[src/hdl/dbbm_pkg.sv]
// ----------------------------------------------------------------------------
// dbbm_pkg: shared constants for the DMA block buffer manager
// Request codes, the default pool size and the overrun counter limit.
// ----------------------------------------------------------------------------
package dbbm_pkg;

	localparam int BUFFERS_DEF = 8;

	localparam logic [2:0] REQ_START    = 3'd0;
	localparam logic [2:0] REQ_STOP     = 3'd1;
	localparam logic [2:0] REQ_DONE     = 3'd2;
	localparam logic [2:0] REQ_POP      = 3'd3;
	localparam logic [2:0] REQ_RELEASE  = 3'd4;
	localparam logic [2:0] REQ_TAKE_OVR = 3'd5;

	localparam logic [31:0] OVR_MAX = 32'hFFFF_FFFF;

endpackage

[src/hdl/dbbm_ram.sv]
// ----------------------------------------------------------------------------
// dbbm_ram: ring storage with a registered read port
// One write port and one read port; a write to the address being read in
// the same cycle is forwarded into the read register.
// ----------------------------------------------------------------------------
module dbbm_ram #(
	parameter int DEPTH = 8,
	parameter int W     = 3
) (
	input  logic                     clk,
	input  logic                     we,
	input  logic [$clog2(DEPTH)-1:0] waddr,
	input  logic [W-1:0]             wdata,
	input  logic [$clog2(DEPTH)-1:0] raddr,
	output logic [W-1:0]             rdata
);

	logic [W-1:0] mem [DEPTH];
	logic [W-1:0] rdata_q;

	always_ff @(posedge clk) begin
		if (we) begin
			mem[waddr] <= wdata;
		end
		if (we && (waddr == raddr)) begin
			rdata_q <= wdata;
		end else begin
			rdata_q <= mem[raddr];
		end
	end

	assign rdata = rdata_q;

endmodule

[src/hdl/dma_block_buffer_manager_unit.sv]
// ----------------------------------------------------------------------------
// dma_block_buffer_manager_unit: buffer pool manager for a DMA-fed converter
// A request passes through the input stage and then the result register.
// Throughput: one request per cycle while results are taken; the ring read
// registers are refreshed from the next-state tail pointers so every request
// finishes in one pass. Reset: arst_n clears all control state at once; ring
// contents are not cleared and need no clearing pass.
// ----------------------------------------------------------------------------
module dma_block_buffer_manager_unit #(
	parameter int BUFFERS = dbbm_pkg::BUFFERS_DEF
) (
	input  logic        clk,
	input  logic        arst_n,
	input  logic        req_valid,
	output logic        req_ready,
	input  logic [2:0]  req_type,
	input  logic [7:0]  release_index,
	output logic        rsp_valid,
	input  logic        rsp_ready,
	output logic        accepted,
	output logic [2:0]  block_index,
	output logic        overrun_seen,
	output logic [31:0] overrun_total,
	output logic [2:0]  current_buffer,
	output logic [2:0]  next_buffer,
	output logic        next_valid,
	output logic        fill_stalled,
	output logic        is_running,
	output logic        load_current,
	output logic        load_next
);

	import dbbm_pkg::*;

	localparam int PW = $clog2(BUFFERS);
	localparam logic [PW-1:0] LAST_POS = PW'(BUFFERS - 1);
	localparam logic [PW-1:0] INIT_END = PW'(BUFFERS - 2);

	function automatic logic [PW-1:0] ring_nxt(input logic [PW-1:0] p);
		return (p == LAST_POS) ? '0 : p + PW'(1);
	endfunction

	function automatic logic [2:0] buf3(input logic [PW-1:0] b);
		logic [PW+2:0] e;
		e = {3'b000, b};
		return e[2:0];
	endfunction

	// Input stage.
	logic          valid_s1;
	logic [2:0]    req_type_s1;
	logic [7:0]    release_index_s1;
	logic          advance;

	// Pool state.
	logic [PW-1:0] done_head_q, done_tail_q, free_head_q, free_tail_q;
	logic [PW-1:0] cur_q, nxt_q, init_lo_q;
	logic          nxt_valid_q, stall_q, run_q, ovr_flag_q;
	logic [31:0]   ovr_cnt_q;

	// Next state.
	logic [PW-1:0] n_done_head, n_done_tail, n_free_head, n_free_tail;
	logic [PW-1:0] n_cur, n_nxt, n_init_lo;
	logic          n_nxt_valid, n_stall, n_run, n_ovr_flag;
	logic [31:0]   n_ovr_cnt;
	logic          n_accepted, n_seen, n_pc, n_pn;
	logic [PW-1:0] n_blk;

	// Ring access.
	logic          done_we, free_we;
	logic [PW-1:0] done_wdata, free_wdata;
	logic [PW-1:0] done_rd, free_rd0, free_rd1;
	logic [PW-1:0] free_raddr1;

	// Step scratch.
	logic          do_prime, ovr, queued, pop_ok;
	logic [PW-1:0] finished, rel_idx, fp0, fp1, fv0, fv1;
	logic [1:0]    npops;

	// Result register.
	logic          rsp_valid_q;
	logic          accepted_q, seen_q, nv_q, stall_o_q, run_o_q, pc_q, pn_q;
	logic [2:0]    blk_q, cur_o_q, nxt_o_q;
	logic [31:0]   total_q;

	assign advance   = valid_s1 && (!rsp_valid_q || rsp_ready);
	assign req_ready = !valid_s1 || advance;

	always_ff @(posedge clk or negedge arst_n) begin
		if (!arst_n) begin
			valid_s1 <= 1'b0;
		end else if (req_ready) begin
			valid_s1 <= req_valid;
		end
	end

	always_ff @(posedge clk) begin
		if (req_valid && req_ready) begin
			req_type_s1      <= req_type;
			release_index_s1 <= release_index;
		end
	end

	assign rel_idx = release_index_s1[PW-1:0];
	assign fp0     = free_tail_q;
	assign fp1     = ring_nxt(free_tail_q);

	// Entries written by start are not stored; positions from init_lo_q up to
	// the end of that range still hold their start value, position plus two.
	always_comb begin
		if (queued && (fp0 == free_head_q)) begin
			fv0 = rel_idx;
		end else if ((fp0 >= init_lo_q) && (fp0 < INIT_END)) begin
			fv0 = fp0 + PW'(2);
		end else begin
			fv0 = free_rd0;
		end
		if (queued && (fp1 == free_head_q)) begin
			fv1 = rel_idx;
		end else if ((fp1 >= init_lo_q) && (fp1 < INIT_END)) begin
			fv1 = fp1 + PW'(2);
		end else begin
			fv1 = free_rd1;
		end
	end

	always_comb begin
		n_done_head = done_head_q;
		n_done_tail = done_tail_q;
		n_free_head = free_head_q;
		n_free_tail = free_tail_q;
		n_cur       = cur_q;
		n_nxt       = nxt_q;
		n_init_lo   = init_lo_q;
		n_nxt_valid = nxt_valid_q;
		n_stall     = stall_q;
		n_run       = run_q;
		n_ovr_flag  = ovr_flag_q;
		n_ovr_cnt   = ovr_cnt_q;
		n_accepted  = 1'b0;
		n_seen      = 1'b0;
		n_pc        = 1'b0;
		n_pn        = 1'b0;
		n_blk       = '0;
		done_we     = 1'b0;
		done_wdata  = cur_q;
		free_we     = 1'b0;
		free_wdata  = rel_idx;
		do_prime    = 1'b0;
		ovr         = 1'b0;
		queued      = 1'b0;
		pop_ok      = 1'b1;
		finished    = cur_q;
		npops       = 2'd0;

		unique case (req_type_s1)
			REQ_START: begin
				n_accepted = 1'b1;
				if (!run_q) begin
					n_ovr_flag  = 1'b0;
					n_ovr_cnt   = '0;
					n_run       = 1'b1;
					n_cur       = '0;
					n_nxt       = PW'(1);
					n_nxt_valid = 1'b1;
					n_stall     = 1'b0;
					n_done_head = '0;
					n_done_tail = '0;
					n_free_head = INIT_END;
					n_free_tail = '0;
					n_init_lo   = '0;
					n_pc        = 1'b1;
					n_pn        = 1'b1;
				end
			end
			REQ_STOP: begin
				n_run = 1'b0;
			end
			REQ_DONE: begin
				if (run_q && !stall_q) begin
					if (nxt_valid_q) begin
						n_cur       = nxt_q;
						n_nxt_valid = 1'b0;
					end else begin
						n_stall = 1'b1;
						ovr     = 1'b1;
					end
					if (ring_nxt(done_head_q) != done_tail_q) begin
						done_we     = 1'b1;
						n_done_head = ring_nxt(done_head_q);
					end else begin
						// The completed ring is full: keep the block in the DMA.
						ovr = 1'b1;
						if (n_stall) begin
							n_cur   = finished;
							n_stall = 1'b0;
							n_pc    = 1'b1;
						end else if (!n_nxt_valid) begin
							n_nxt       = finished;
							n_nxt_valid = 1'b1;
							n_pn        = 1'b1;
						end
					end
					do_prime = 1'b1;
				end
			end
			REQ_POP: begin
				if (done_head_q != done_tail_q) begin
					n_blk       = done_rd;
					n_done_tail = ring_nxt(done_tail_q);
					n_accepted  = 1'b1;
				end
			end
			REQ_RELEASE: begin
				if (release_index_s1 < 8'(BUFFERS)) begin
					if (ring_nxt(free_head_q) != free_tail_q) begin
						queued      = 1'b1;
						free_we     = 1'b1;
						n_free_head = ring_nxt(free_head_q);
						if ((free_head_q == init_lo_q) && (init_lo_q < INIT_END)) begin
							n_init_lo = init_lo_q + PW'(1);
						end
					end else begin
						ovr = 1'b1;
					end
					do_prime = 1'b1;
				end
			end
			REQ_TAKE_OVR: begin
				n_seen     = ovr_flag_q;
				n_ovr_flag = 1'b0;
			end
			default: begin
			end
		endcase

		if (ovr) begin
			n_ovr_flag = 1'b1;
			if (ovr_cnt_q != OVR_MAX) begin
				n_ovr_cnt = ovr_cnt_q + 32'd1;
			end
		end

		// Refill the DMA slots from the free ring, at most two pops.
		if (do_prime && n_run) begin
			if (n_stall) begin
				if (n_free_head == n_free_tail) begin
					pop_ok = 1'b0;
				end else begin
					n_cur       = fv0;
					n_stall     = 1'b0;
					n_pc        = 1'b1;
					n_free_tail = ring_nxt(n_free_tail);
					npops       = 2'd1;
				end
			end
			if (pop_ok && !n_nxt_valid && (n_free_head != n_free_tail)) begin
				n_nxt       = (npops == 2'd0) ? fv0 : fv1;
				n_nxt_valid = 1'b1;
				n_pn        = 1'b1;
				n_free_tail = ring_nxt(n_free_tail);
			end
		end
	end

	always_ff @(posedge clk or negedge arst_n) begin
		if (!arst_n) begin
			done_head_q <= '0;
			done_tail_q <= '0;
			free_head_q <= '0;
			free_tail_q <= '0;
			cur_q       <= '0;
			nxt_q       <= PW'(1);
			init_lo_q   <= INIT_END;
			nxt_valid_q <= 1'b0;
			stall_q     <= 1'b0;
			run_q       <= 1'b0;
			ovr_flag_q  <= 1'b0;
			ovr_cnt_q   <= '0;
			rsp_valid_q <= 1'b0;
		end else begin
			if (advance) begin
				done_head_q <= n_done_head;
				done_tail_q <= n_done_tail;
				free_head_q <= n_free_head;
				free_tail_q <= n_free_tail;
				cur_q       <= n_cur;
				nxt_q       <= n_nxt;
				init_lo_q   <= n_init_lo;
				nxt_valid_q <= n_nxt_valid;
				stall_q     <= n_stall;
				run_q       <= n_run;
				ovr_flag_q  <= n_ovr_flag;
				ovr_cnt_q   <= n_ovr_cnt;
			end
			if (advance) begin
				rsp_valid_q <= 1'b1;
			end else if (rsp_ready) begin
				rsp_valid_q <= 1'b0;
			end
		end
	end

	always_ff @(posedge clk) begin
		if (advance) begin
			accepted_q <= n_accepted;
			blk_q      <= buf3(n_blk);
			seen_q     <= n_seen;
			total_q    <= n_ovr_cnt;
			cur_o_q    <= buf3(n_cur);
			nxt_o_q    <= buf3(n_nxt);
			nv_q       <= n_nxt_valid;
			stall_o_q  <= n_stall;
			run_o_q    <= n_run;
			pc_q       <= n_pc;
			pn_q       <= n_pn;
		end
	end

	// The read registers follow the tail pointers as they will be after this
	// cycle, so the head entry of each ring is ready for the next transaction.
	logic [PW-1:0] done_raddr, free_raddr0;
	assign done_raddr  = advance ? n_done_tail : done_tail_q;
	assign free_raddr0 = advance ? n_free_tail : free_tail_q;
	assign free_raddr1 = ring_nxt(free_raddr0);

	dbbm_ram #(.DEPTH(BUFFERS), .W(PW)) u_done_ram (
		.clk   (clk),
		.we    (advance && done_we),
		.waddr (done_head_q),
		.wdata (done_wdata),
		.raddr (done_raddr),
		.rdata (done_rd)
	);

	// The free ring is kept twice so that two entries can be read at once.
	dbbm_ram #(.DEPTH(BUFFERS), .W(PW)) u_free_ram0 (
		.clk   (clk),
		.we    (advance && free_we),
		.waddr (free_head_q),
		.wdata (free_wdata),
		.raddr (free_raddr0),
		.rdata (free_rd0)
	);

	dbbm_ram #(.DEPTH(BUFFERS), .W(PW)) u_free_ram1 (
		.clk   (clk),
		.we    (advance && free_we),
		.waddr (free_head_q),
		.wdata (free_wdata),
		.raddr (free_raddr1),
		.rdata (free_rd1)
	);

	assign rsp_valid      = rsp_valid_q;
	assign accepted       = accepted_q;
	assign block_index    = blk_q;
	assign overrun_seen   = seen_q;
	assign overrun_total  = total_q;
	assign current_buffer = cur_o_q;
	assign next_buffer    = nxt_o_q;
	assign next_valid     = nv_q;
	assign fill_stalled   = stall_o_q;
	assign is_running     = run_o_q;
	assign load_current   = pc_q;
	assign load_next      = pn_q;

`ifndef ASSERT_OFF
	a_stall_no_next: assert property (@(posedge clk) disable iff (!arst_n)
		stall_q |-> !nxt_valid_q)
		else $error("stalled DMA with a queued next buffer");

	a_load_clears_stall: assert property (@(posedge clk) disable iff (!arst_n)
		rsp_valid_q && pc_q |-> !stall_o_q)
		else $error("current pointer load reported while stalled");

	a_load_needs_run: assert property (@(posedge clk) disable iff (!arst_n)
		rsp_valid_q && (pc_q || pn_q) |-> run_o_q)
		else $error("DMA pointer load while stopped");

	a_init_range: assert property (@(posedge clk) disable iff (!arst_n)
		advance |=> (init_lo_q <= INIT_END))
		else $error("free ring start range marker out of range");
`endif

endmodule

[config.mk]
export PLATFORM = sky130hd
export DESIGN_NAME = dma_block_buffer_manager_unit
export DESIGN_NICKNAME = d
export VERILOG_FILES = /design/src/hdl/dbbm_pkg.sv /design/src/hdl/dbbm_ram.sv /design/src/hdl/dma_block_buffer_manager_unit.sv
export SDC_FILE = /design/constraint.sdc
export NUM_CORES = 1
export LEC_CHECK = 0
export BUFFER_PORTS_ARGS = -buffer_cell sky130_fd_sc_hd__clkbuf_2
export CELL_PAD_IN_SITES_DETAIL_PLACEMENT = 1
export CELL_PAD_IN_SITES_GLOBAL_PLACEMENT = 1
export CORE_ASPECT_RATIO = 1.5
export CORE_MARGIN = 2
export CORE_UTILIZATION = 30
export DETAILED_ROUTE_END_ITERATION = 10
export PLACE_DENSITY_LB_ADDON = 0.1
export SETUP_SLACK_MARGIN = 0.3
export SLEW_MARGIN = 20
export SYNTH_ARGS = -nofsm -noshare
export SYNTH_HDL_FRONTEND = slang
export SYNTH_SLANG_ARGS = --single-unit
[constraint.sdc]
create_clock -name clk -period 5.6 [get_ports clk]
set_input_delay 0.84 -clock clk [delete_from_list [all_inputs] [get_ports clk]]
set_output_delay 0.84 -clock clk [all_outputs]
set_load 0.05 [all_outputs]
Word level (Yosys, flattened, before mapping) --
Memory sizes are Yosys's and may differ from the RTL's. A register that Yosys moved wholly into a read port is not among the register bits. Index checks and enable logic that the tools add are counted.
Storage, ports and cells: memory bits (writable) 72, memories kept 3, input bits 15, logic and storage cells 228, flip-flop bits (word level) 118, output and inout bits 50
Memory list:
- u_done_ram.mem | words 8, width 3, read ports 1, clocked after memory_dff 1, write ports 1, line dbbm_ram.sv:18 | logic [W-1:0] mem [DEPTH];
- u_free_ram0.mem | words 8, width 3, read ports 1, clocked after memory_dff 1, write ports 1, line dbbm_ram.sv:18
- u_free_ram1.mem | words 8, width 3, read ports 1, clocked after memory_dff 1, write ports 1, line dbbm_ram.sv:18
Operators by class: muxes and demuxes 124, add/sub/neg operators 11, equal/unequal tests 28, magnitude comparators 6, reduce and logical (&&, ||, !) cells 29
Operators with widths (number):
- $mux 3 | 47
- $mux 32 | 4
- $mux 1 | 57
- $pmux 3 s2 | 6
- $add 32x1->32 const B | 1
- $ne 32x32->1 const B | 1
- $eq 3x3->1 const B | 9
- $add 3x1->3 const B | 8
- $pmux 1 s2 | 9
- $logic_and 1x1->1 | 13
- $eq 3x3->1 | 4
- $ne 2x2->1 const B | 6
- $ne 3x3->1 | 4
- $lt 3x3->1 const B | 3
- $lt 8x4->1 const B | 1
- $add 3x2->3 const B | 2
- $eq 3x2->1 const B | 2
- $ge 3x3->1 | 2
- $reduce_and 6->1 | 1
- $reduce_bool 2->1 | 3
- $reduce_and 5->1 | 1
- $logic_not 1->1 | 4
- $eq 3x1->1 const B | 1
- $logic_not 3->1 | 1
- other kinds (7) | 8

Depth between registers and ports, before layout --
Gate-level depths: netlist of run 1.
word-level depth 17, mapped depth 21, depth with buffers taken out 20

Modules after synthesis --
A second synthesis of run 1 with hierarchy kept.
Unflattened totals: cells, all modules 829, area, all modules 9838.2 um^2
Modules (own cells, without submodules):
- dma_block_buffer_manager_unit | cells each 679, sequential area each 3251.9 um^2, area each 6711.4 um^2, instances 1
- dbbm_ram | cells each 50, sequential area each 780.7 um^2, area each 1042.2 um^2, instances 3

Worst setup path before layout of run 1 --
No wires, ideal clock.
kind register to register, from register free_head_q[0], to register with a tool-made name, cell stages (with the launch flop) 21, path slack 1225 ps, path buffers 1, required time 5542 ps, arrival 4316 ps, period minus slack after synthesis 4375 ps, setup time 58 ps, path through dfrtp_1 ha_1 ha_1 or2b_4 xnor2_2 o311a_1 o32a_2 xnor2_1 a31o_1 buf_6 mux2i_1 ha_1 ha_1 nor2_1 and4_1 a311oi_1 o21ai_1 ha_1 ha_1 a211oi_1 o21a_1
RTL lines:
- start, declared | line dma_block_buffer_manager_unit.sv:56 | logic [PW-1:0] done_head_q, done_tail_q, free_head_q, free_tail_q;
- start signal, assigned | line dma_block_buffer_manager_unit.sv:285 | free_head_q <= n_free_head;

==> out/results.md, run 1 <==
- Placer Congestion: 0.844
- maximum frequency from static timing analysis: 0.201 GHz
- register area share after synthesis: 55.0%
- half-perimeter wire length after placement: 17.6 mm
- height of the die: 214 um
- overflow left after global routing: 0
- Sink Count: 175
- basic-gate share of the synthesized area counting and, or, nand and nor cells: 16.4%
- most common cell after layout, fill and taps aside: nand2_1
- Post-Synth XOR/XNOR Area: 2.75%
- count of nets after finishing: 859
- maximum number of pins on one net before global-route repair: 60
- leakage power figure: 4.09 nW
- layout cells sized above 1: 20.7%
- dominant combinational cell family by area after synthesis: simple AND/OR/NAND/NOR gates
- number of search-and-repair iterations in the first detailed-routing pass: 4
- routed length per placed instance: 19.7 um
- root cell of the clock tree: clkbuf_16
- WL final: 24.2 mm
- Setup TNS Final: 0 ps
- Detail Route Antenna Nets: 0
- H-tree depth reported by CTS: 4
- kind of critical path: reg -> reg
- Iter 0 DRT Violations: 298
- synthesized-area fraction occupied by ao, oa, aoi and oai cells: 8.90%
- Main synth FF type: edfxtp_1
- minimum clock period: 4960 ps
- status: complete, no violations
- number of remaining DRC errors: 0
- max-cap violation count: 0
- slack of the worst reg-to-reg path: 640 ps
- cts repair resizes: 0
- number of synthesized register bits: 175
- Post-Syn Area: 8860 sq um
- CTS Buf Count: 17
- startpoint type of the worst setup path: flop
- number of warnings reported in the yosys synthesis log: 0
- TritonCTS clock tree: yes
- Clock transition at path regs: 60 ps
- via-per-instance ratio: 5.10
- CP endpoint kind: flop
- power density normalized to cell area: 363 nW/um^2
- total die area: 30900 sq um
- net count after synthesis: 800
- Slew @ Worst Pin: 902 ps
- layout overhead on the synthesized area: 15.7%
- Cells after Synth: 761
- Crit path required time: 5990 ps
- number of standard-cell rows in the floorplan: 77
- gr usage total: 16.6%
- final clock period utilization by the worst path: 88.7%
- total number of vias: 6251
- Setup Buffers After CTS: 0
- post-detailed-placement cell area: 9620 sq um
- path type of the worst min-delay path: reg -> reg
- area of the core: 29300 sq um
- maximum VDD drop: 0.225 mV
- Ports: 65
- first-pass GRT wire length: 38.7 mm
- fraction of registers with async set/reset: 33.7%
- share of synthesized area spent on multiplexers: 11.4%
- antenna violations before repair: 0
- post-route clock skew: 9.47 ps
- worst slew margin relative to its limit: 39.8%
- initial standard-cell utilization of the core: 30.2%
- total setup violations reported at the end of the flow: 0
- maximum buffer depth of the clock tree: 2
- number of filler instances in the final layout: 3267
- number of port buffers: 64
- Skew-Pair Late Insertion Delay: 450 ps
- EDFF count, synth: 107
- syn avg cell area: 11.6 sq um
- highest-count cells in the layout ignoring fill and taps: 125 x nand2_1, 107 x edfxtp_1, 64 x clkbuf_2
- data arrival at the endpoint of the critical path: 5360 ps
- post-route cell area: 10200 sq um
- Pins Over Slew Limit: 0
- number of buffers added to fix hold violations after cts: 0
- via count of the first global-routing pass: 6789
- distinct cell type count after synthesis: 73
- RSZ-0062 raised after global routing: no
- Antenna Cells: 0
- area share of fa/ha/maj cells after synthesis: 3.39%
- final hold violations: 0
- crit path max fanout: 12
- x dimension of the die: 144 um
[where the power goes]
part	total, mW	leakage (nW)	switching, mW	internal (mW)
Combinational	0.873	1.94	0.540	0.333
Sequential	1.63	1.88	0.146	1.49
Clock	1.22	0.276	0.508	0.707
[critical path, cell delays in order (launching register included)]
cell and delay, ps:
dfrtp_2 500, ha_1 230, ha_1 240, or2b_4 310
xnor2_4 180, o31a_1 390, a211oi_2 320, xnor2_1 260
a31o_4 290, mux2i_1 260, ha_1 200, ha_1 200
nor2_1 60, and4_1 190, a311oi_1 330, o21ai_1 160
ha_1 230, ha_1 210, a211oi_1 180, o21a_1 150
[kinds of logic (layout without fill, tap and decap cells)]
logic type / Yosys count / after routing
AO/OA/AOI/OAI: 116 / 116
XOR/XNOR: 27 / 27
adder cells (fa/ha/maj): 24 / 24
buffers and inverters: 44 / 114
flip-flops: 175 / 175
multiplexers: 75 / 75
AND/OR/NAND/NOR: 300 / 300
[synthesized netlist by cell type, types with 6 or more instances]
cell | instances | share of area (%)
a31oi_1 | 8 | 0.57
nor2_1 | 48 | 2.0
mux2i_1 | 32 | 3.6
nand2_1 | 125 | 5.3
o21ai_0 | 32 | 1.8
and3_1 | 8 | 0.57
nand3_1 | 38 | 2.1
nand2b_1 | 11 | 0.78
xor2_1 | 11 | 1.1
dfxtp_1 | 9 | 2.0
nand4_1 | 11 | 0.78
xnor2_1 | 15 | 1.5
mux2_2 | 22 | 2.8
o31ai_1 | 15 | 1.3
edfxtp_1 | 107 | 36
nor3_1 | 13 | 0.73
a21oi_1 | 14 | 0.79
and4_1 | 6 | 0.59
inv_1 | 7 | 0.30
clkbuf_1 | 27 | 1.1
or3_1 | 7 | 0.49
o211ai_1 | 6 | 0.51
a21o_1 | 8 | 0.68
mux4_2 | 18 | 4.6
ha_1 | 24 | 3.4
dfrtp_1 | 56 | 16
[sequential cells by signal (all words and copies together), names as in the netlist, 6 cells and up, named ones only]
| register | cells |
|---|---|
| u_free_ram0.mem | 6 |
| overrun_total | 32 |
| ovr_cnt_q | 32 |
| release_index_s1 | 8 |
| u_free_ram1.mem | 18 |
| u_done_ram.mem | 24 |
[final timing paths]
check                               startpoint             end  cells after the start
max in group asynchronous               arst_n  free_head_q[1]                      2
worst max register to register  free_head_q[1]            flop                     19
worst min-delay path                ovr_flag_q      ovr_flag_q                      2
worst min register to register      ovr_flag_q      ovr_flag_q                      2
worst max-delay path            free_head_q[1]            flop                     19
min in group asynchronous               arst_n    ovr_cnt_q[5]                      2
[through the flow]
stage,instances,power (mW),utilization [%],setup slack (ps),hold slack (ps)
after floorplan,761,2.27,-,1230,457
after global placement,1196,2.50,32.8,669,482
after detailed placement,1196,2.53,32.8,383,500
after CTS,1226,3.76,34.8,334,515
after global routing,1226,3.91,35.0,294,549
final,1226,3.72,35.0,635,509
[routing by layer]
layer / track usage (%) / routed length [um] / vias to the layer above / part of all wire, %
met2: 30.0 / 13200 / 93 / 54
met4: 7.64 / 747 / 0 / 3.1
met5: 0 / 0 / - / 0
met3: 3.04 / 709 / 36 / 2.9
met1: 18.5 / 9540 / 3174 / 40
li1: - / - / 2948 / -
[cell type report]
cell class	instances	area (sq um)	area share (%)
Clock buffer	20	447	4.36
Multi-Input combinational cell	542	3850	37.6
Timing Repair Buffer	76	410	4.00
Inverter	8	31.3	0.305
Sequential cell	175	4870	47.6
Tap cell	395	494	4.82
Clock inverter	10	139	1.35
No activity file was read; power rests on OpenSTA's default activity.
==> run 2: changes to the inputs <==
==> constraint.sdc (replaced) <==
create_clock -name clk -period 5.6 [get_ports clk]
set_input_delay 0.28 -clock clk [delete_from_list [all_inputs] [get_ports clk]]
set_output_delay 0.28 -clock clk [all_outputs]
set_load 0.05 [all_outputs]
==> out/results.md, run 2 (synthesis gave the netlist of run 1 again) <==
- CTS Buf Count: 17, unchanged
- via count of the first global-routing pass: 6898, +1.6%
- x dimension of the die: 144 um, unchanged
- highest-count cells in the layout ignoring fill and taps: 125 x nand2_1, 107 x edfxtp_1, 64 x clkbuf_2
- reg2reg path depth: 18, -1
- data arrival at the endpoint of the critical path: 5250 ps, -110 ps
- max-cap violation count: 0, unchanged
- routed length per placed instance: 19.4 um, -1.3%
- startpoint type of the worst setup path: flop
- maximum VDD drop: 0.215 mV, -4.5%
- critical path launch point: free_head_q[1]
- worst slew margin relative to its limit: 41.1%, +1.2 points
- crit path max fanout: 12, unchanged
- slack of the worst reg-to-reg path: 750 ps, +110 ps
- Clock transition at path regs: 70 ps, about the same
- Crit path required time: 5990 ps, about the same
- post-route clock skew: 6.54 ps, -2.93 ps
- final clock period utilization by the worst path: 86.7%, -2.0 points
- Sink Count: 175, unchanged
- Iter 0 DRT Violations: 262, -12%
- total die area: 30900 sq um, unchanged
- power density normalized to cell area: 355 nW/um^2, -2.4%
- RSZ-0062 raised after global routing: no
- most common cell after layout, fill and taps aside: nand2_1
- total power consumption of the routed design: 3.65 mW, -2.0%
- number of remaining DRC errors: 0, unchanged
- Skew-Pair Late Insertion Delay: 450 ps, about the same
- area of the core: 29300 sq um, unchanged
- via-per-instance ratio: 5.04, -1.2%
- maximum frequency from static timing analysis: 0.206 GHz, +2.3%
- height of the die: 214 um, unchanged
- Antenna Cells: 0, unchanged
- overflow left after global routing: 0, unchanged
- leakage power figure: 4.12 nW, +0.74%
- Pins Over Slew Limit: 0, unchanged
- minimum hold slack: 19.7 ps, -489 ps
- Placer Congestion: 0.849, +0.54%
- CP endpoint kind: flop
- path type of the worst min-delay path: in -> reg
- maximum number of pins on one net before global-route repair: 60, unchanged
- final hold violations: 0, unchanged
- total setup violations reported at the end of the flow: 0, unchanged
- worst r2r src: free_head_q[1]
- count of nets after finishing: 866, +0.81%
- layout cells sized above 1: 20.5%, -0.22 points
- number of port buffers: 64, unchanged
- Slew @ Worst Pin: 884 ps, -18.3 ps
- Setup TNS Final: 0 ps, unchanged
- H-tree depth reported by CTS: 4, unchanged
- antenna violations before repair: 0, unchanged
- layout overhead on the synthesized area: 16.1%
- number of search-and-repair iterations in the first detailed-routing pass: 4, unchanged
- status: complete, no violations
- initial standard-cell utilization of the core: 30.2%, unchanged
- Ports: 65, unchanged
- maximum buffer depth of the clock tree: 2, unchanged
- Setup Buffers After CTS: 0, unchanged
- first-pass GRT wire length: 38.6 mm, about the same
- WL final: 24.0 mm, -0.56%
- number of standard-cell rows in the floorplan: 77, unchanged
- half-perimeter wire length after placement: 17.4 mm, -1.0%
- total number of vias: 6224, -0.43%
- root cell of the clock tree: clkbuf_16
- TritonCTS clock tree: yes
- kind of critical path: reg -> reg
- Detail Route Antenna Nets: 0, unchanged
- minimum clock period: 4850 ps, -111 ps
- gr usage total: 16.6%, -0.034 points
[run 2: changes by cell type in the layout (fill, tap and decap cells not counted), moves of 2 or more]
cell / change
clkbuf_8: +2
clkinv_2: +3
bufinv_16: -3
clkinv_4: +3
dlygate4sd3_1: +8
clkinvlp_4: -3
[run 2: cell type report]
type                       instances  area, sq um
clock buffer                      24          503
clock inverter                     8         55.1
fill                            3207        19000
inverter                           8         31.3
multi-input combinational        542         3850
sequential                       175         4870
tap                              395          494
timing repair buffer              83          483
[run 2: routing by layer]
metal	vias to the layer above	track usage, %	wire length (um)
met5	-	0	0
met4	0	7.64	747
met3	37	2.55	476
met2	70	30.5	13200
met1	3148	18.3	9630
li1	2969	-	-
[run 2: worst max-delay path, stage by stage (launching register included)]
cell      delay, ps
dfrtp_2         490
ha_1            210
ha_1            360
xor2_1          520
o31a_1          310
a211oi_2        130
xnor2_1         360
a31o_4          290
mux2i_1         260
ha_1            190
ha_1            180
nor2_1           50
and4_1          190
a311oi_1        310
o21ai_1         160
ha_1            230
ha_1            210
a211oi_1        190
o21a_1          150
[run 2: worst min-delay path by stage]
stage                               end             start  cells after the start  slack (ps)
finish                   req_type_s1[1]       req_type[1]                      1          20
global route             req_type_s1[1]       req_type[1]                      1           5
CTS                      req_type_s1[1]       req_type[1]                      1           4
detailed placement  release_index_s1[5]  release_index[5]                      1         460
global placement    release_index_s1[1]  release_index[1]                      1         460
floorplan                      cur_q[0]            arst_n                      0         -20
[run 2: power breakdown]
group	internal (mW)	switching [mW]
logic	0.335	0.540
clock network	0.629	0.510
registers	1.49	0.144
[run 2: through the flow]
| step | instance area (sq um) | setup WS, ps | instances | util (%) |
|---|---|---|---|---|
| 3_3_place_gp | 9610 | 656 | 1195 | 32.8 |
| 6_report | 10300 | 746 | 1235 | 35.1 |
| 2_1_floorplan | 8860 | 1230 | 761 | - |
| 4_1_cts | 10200 | 430 | 1235 | 35.0 |
| 3_5_place_dp | 9610 | 490 | 1195 | 32.8 |
| 5_1_grt | 10300 | 301 | 1235 | 35.1 |
[run 2: repair_timing]
item / in CTS / in global routing
setup endpoints to repair: 0 / 3
gates resized for setup: 0 / 7
endpoints found under the hold margin: 8 / 0
hold buffers: 8 / 0
==> run 3: changes to the inputs <==
--- a/config.mk
+++ b/config.mk
@@ -12,6 +12,7 @@
 export CORE_MARGIN = 2
 export CORE_UTILIZATION = 30
 export DETAILED_ROUTE_END_ITERATION = 10
+export GPL_TIMING_DRIVEN = 0
 export PLACE_DENSITY_LB_ADDON = 0.1
 export SETUP_SLACK_MARGIN = 0.3
 export SLEW_MARGIN = 20
==> constraint.sdc (replaced) <==
create_clock -name clk -period 6.2 [get_ports clk]
set_input_delay 0.31 -clock clk [delete_from_list [all_inputs] [get_ports clk]]
set_output_delay 0.31 -clock clk [all_outputs]
set_load 0.05 [all_outputs]
==> out/results.md, run 3 (synthesis gave the netlist of run 1 again) <==
- buffer and inverter count on the worst path: 1, +1
- length of routed met3 wiring: 690 um, +45%
- overflow left after global routing: 0, unchanged
- cells along the critical path: ha_1 -> ha_1 -> or2b_4 -> xnor2_2 -> o31a_1 -> a211oi_2 -> xnor2_1 -> a31o_1 -> buf_6 -> mux2i_1 -> ha_1 -> ha_1 -> nor2_1 -> and4_1 -> a311oi_1 -> o21ai_1 -> ha_1 -> ha_1 -> a211oi_1 -> o21a_1
- crit-path leading delay family: compound AO/OA/AOI/OAI gates
- CTS Buf Count: 17, unchanged
- cell count of the worst hold path: 1, unchanged
- total number of vias: 6289, +1.0%
- slack of the worst reg-to-reg path: 1230 ps, +480 ps
- Clock transition at path regs: 70 ps, about the same
- Detail Route Antenna Nets: 0, unchanged
- path type of the worst min-delay path: in -> reg
- highest signal layer in the routed design: met4
- gr usage total: 16.8%, +0.25 points
- Setup Buffers After CTS: 0, unchanged
- via-per-instance ratio: 5.01, -0.57%
- area of the core: 29300 sq um, unchanged
- total die area: 30900 sq um, unchanged
- root cell of the clock tree: clkbuf_16
- Setup TNS Final: 0 ps, unchanged
- total setup violations reported at the end of the flow: 0, unchanged
- minimum clock period: 4970 ps, +117 ps
- layout cells sized above 1: 19.3%, -1.2 points
- net load switching power: 1.09 mW, -8.9%
- net switching fraction of the power: 32.4%, -0.32 points
- RSZ-0062 raised after global routing: no
- depth of the critical timing path with buffers and inverters included: 20, +2
- number of buffers added to fix hold violations after cts: 1, -7
- final clock period utilization by the worst path: 80.2%, -6.5 points
- Layout Utilization: 35.3%, +0.19 points
- via count of the first global-routing pass: 6820, -1.1%
- maximum number of pins on one net before global-route repair: 53, -12%
- Pins Over Slew Limit: 0, unchanged
- power density normalized to cell area: 324 nW/um^2, -8.5%
- number of remaining DRC errors: 0, unchanged
- placed cells: 1222, +2.3%
- H-tree depth reported by CTS: 4, unchanged
- antenna violations before repair: 0, unchanged
- CP endpoint kind: flop
- post-route non-filler standard cell count: 1255, +1.6%
- final hold violations: 0, unchanged
- cts repair resizes: 0, unchanged
- routed length on met2: 13.3 mm, +1.3%
- fraction of power consumed by sequential logic: 42.5%, -2.3 points
- post-route clock skew: 7.19 ps, +0.656 ps
- number of standard-cell rows in the floorplan: 77, unchanged
- highest-count cells in the layout ignoring fill and taps: 125 x nand2_1, 107 x edfxtp_1, 63 x clkbuf_2
- x dimension of the die: 144 um, unchanged
- maximum VDD drop: 0.212 mV, -1.6%
- first-pass GRT wire length: 39.0 mm, +0.84%
- initial standard-cell utilization of the core: 30.2%, unchanged
- layout overhead on the synthesized area: 16.8%
- maximum buffer depth of the clock tree: 2, unchanged
- leakage power figure: 4.14 nW, +0.46%
- WL final: 24.5 mm, +2.1%
- worst r2r src: free_head_q[0]
- hold path start: req_type[0]
- TritonCTS clock tree: yes
- Crit path required time: 6600 ps, +610 ps
- setup slack after layout: 1230 ps, +483 ps
- Ports: 65, unchanged
- half-perimeter wire length after placement: 18.2 mm, +4.6%
- status: complete, no violations
- data arrival at the endpoint of the critical path: 5370 ps, +120 ps
- crit path max fanout: 8, -4
- clock network fraction of design power: 32.4%, +1.2 points
- critical path launch point: free_head_q[0]
- startpoint type of the worst setup path: flop
- max-cap violation count: 0, unchanged
- most used cell along the critical path: ha_1
- Iter 0 DRT Violations: 220, -16%
- routed length per placed instance: 19.5 um, +0.52%
- internal power summed over all cells: 2.27 mW, -7.6%
- maximum frequency from static timing analysis: 0.201 GHz, -2.3%
- worst slew margin relative to its limit: 42.6%, +1.5 points
- reg2reg path depth: 20, +2
- height of the die: 214 um, unchanged
- number of port buffers: 64, unchanged
- Sink Count: 175, unchanged
- Placer Congestion: 0.817, -3.8%
- most common cell after layout, fill and taps aside: nand2_1
- largest incremental delay on the critical path: 410 ps, -110 ps
- part of the power in combinational logic: 25.1%, +1.1 points
- Antenna Cells: 0, unchanged
- count of nets after finishing: 886, +2.3%
- crit path max-delay cell type: o31a_1
- Slew @ Worst Pin: 862 ps, -22.5 ps
- total power consumption of the routed design: 3.35 mW, -8.0%
- Skew-Pair Late Insertion Delay: 450 ps, about the same
- kind of critical path: reg -> reg
- number of search-and-repair iterations in the first detailed-routing pass: 4, unchanged
- M1 wire length: 9.73 mm, +0.97%
- worst slack at placement: 1280 ps, +795 ps
run 3: changes by cell type in the layout (fill, tap and decap cells not counted), moves of 2 or more:
cell	previous run	this run
clkbuf_1	3	27
buf_4	11	0
dlygate4sd3_1	8	1
buf_2	0	4
buf_1	0	3
buf_16	0	2
buf_6	0	2
bufinv_16	0	2
clkbuf_4	0	2
clkinv_2	5	3
inv_6	0	2
run 3: power groups by stage:
stage               sequential (mW)  clock [mW]  combinational (mW)
floorplan                      1.52           0               0.525
global placement               1.45           0               0.822
detailed placement             1.45           0               0.850
CTS                            1.43        1.12               0.854
global route                   1.44        1.16               0.923
finish                         1.43        1.09               0.842
run 3: cell type report:
| type | instances | area, sq um |
|---|---|---|
| multi-input cells | 542 | 3810 |
| inverters | 8 | 30.0 |
| clock buffers | 20 | 457 |
| flip-flops and latches | 175 | 4870 |
| plain buffers | 36 | 159 |
| fillers | 3261 | 18900 |
| repair buffers | 67 | 388 |
| clock inverters | 12 | 135 |
| well taps | 395 | 494 |
run 3: through the flow:
step / hold slack [ps] / cell area (sq um)
4_1_cts: 9.13 / 10300
3_5_place_dp: 283 / 9740
5_1_grt: 10.8 / 10300
3_3_place_gp: 479 / 9670
6_report: 32.0 / 10300
2_1_floorplan: 14.4 / 8860
run 3: routing by layer:
layer / up-vias / global-route usage, %
li1: 3000 / -
met1: 3159 / 18.8
met2: 95 / 30.4
met3: 35 / 3.48
met4: 0 / 7.22
met5: - / 0
run 3: how the worst min path moves through the flow:
stage | endpoint
after floorplan | cur_q[0]
after global placement | rsp_valid
after detailed placement | ovr_cnt_q[4]
after CTS | req_type_s1[0]
after global routing | release_index_s1[0]
final | req_type_s1[0]
run 3: worst reg2reg max path: stages, from the launching register on:
cell and delay [ps]:
dfrtp_1 400, ha_1 210, ha_1 240, or2b_4 300, xnor2_2 210, o31a_1 410
a211oi_2 360, xnor2_1 250, a31o_1 220, buf_6 150, mux2i_1 240, ha_1 190
ha_1 200, nor2_1 60, and4_1 190, a311oi_1 340, o21ai_1 180, ha_1 240
ha_1 210, a211oi_1 180, o21a_1 150
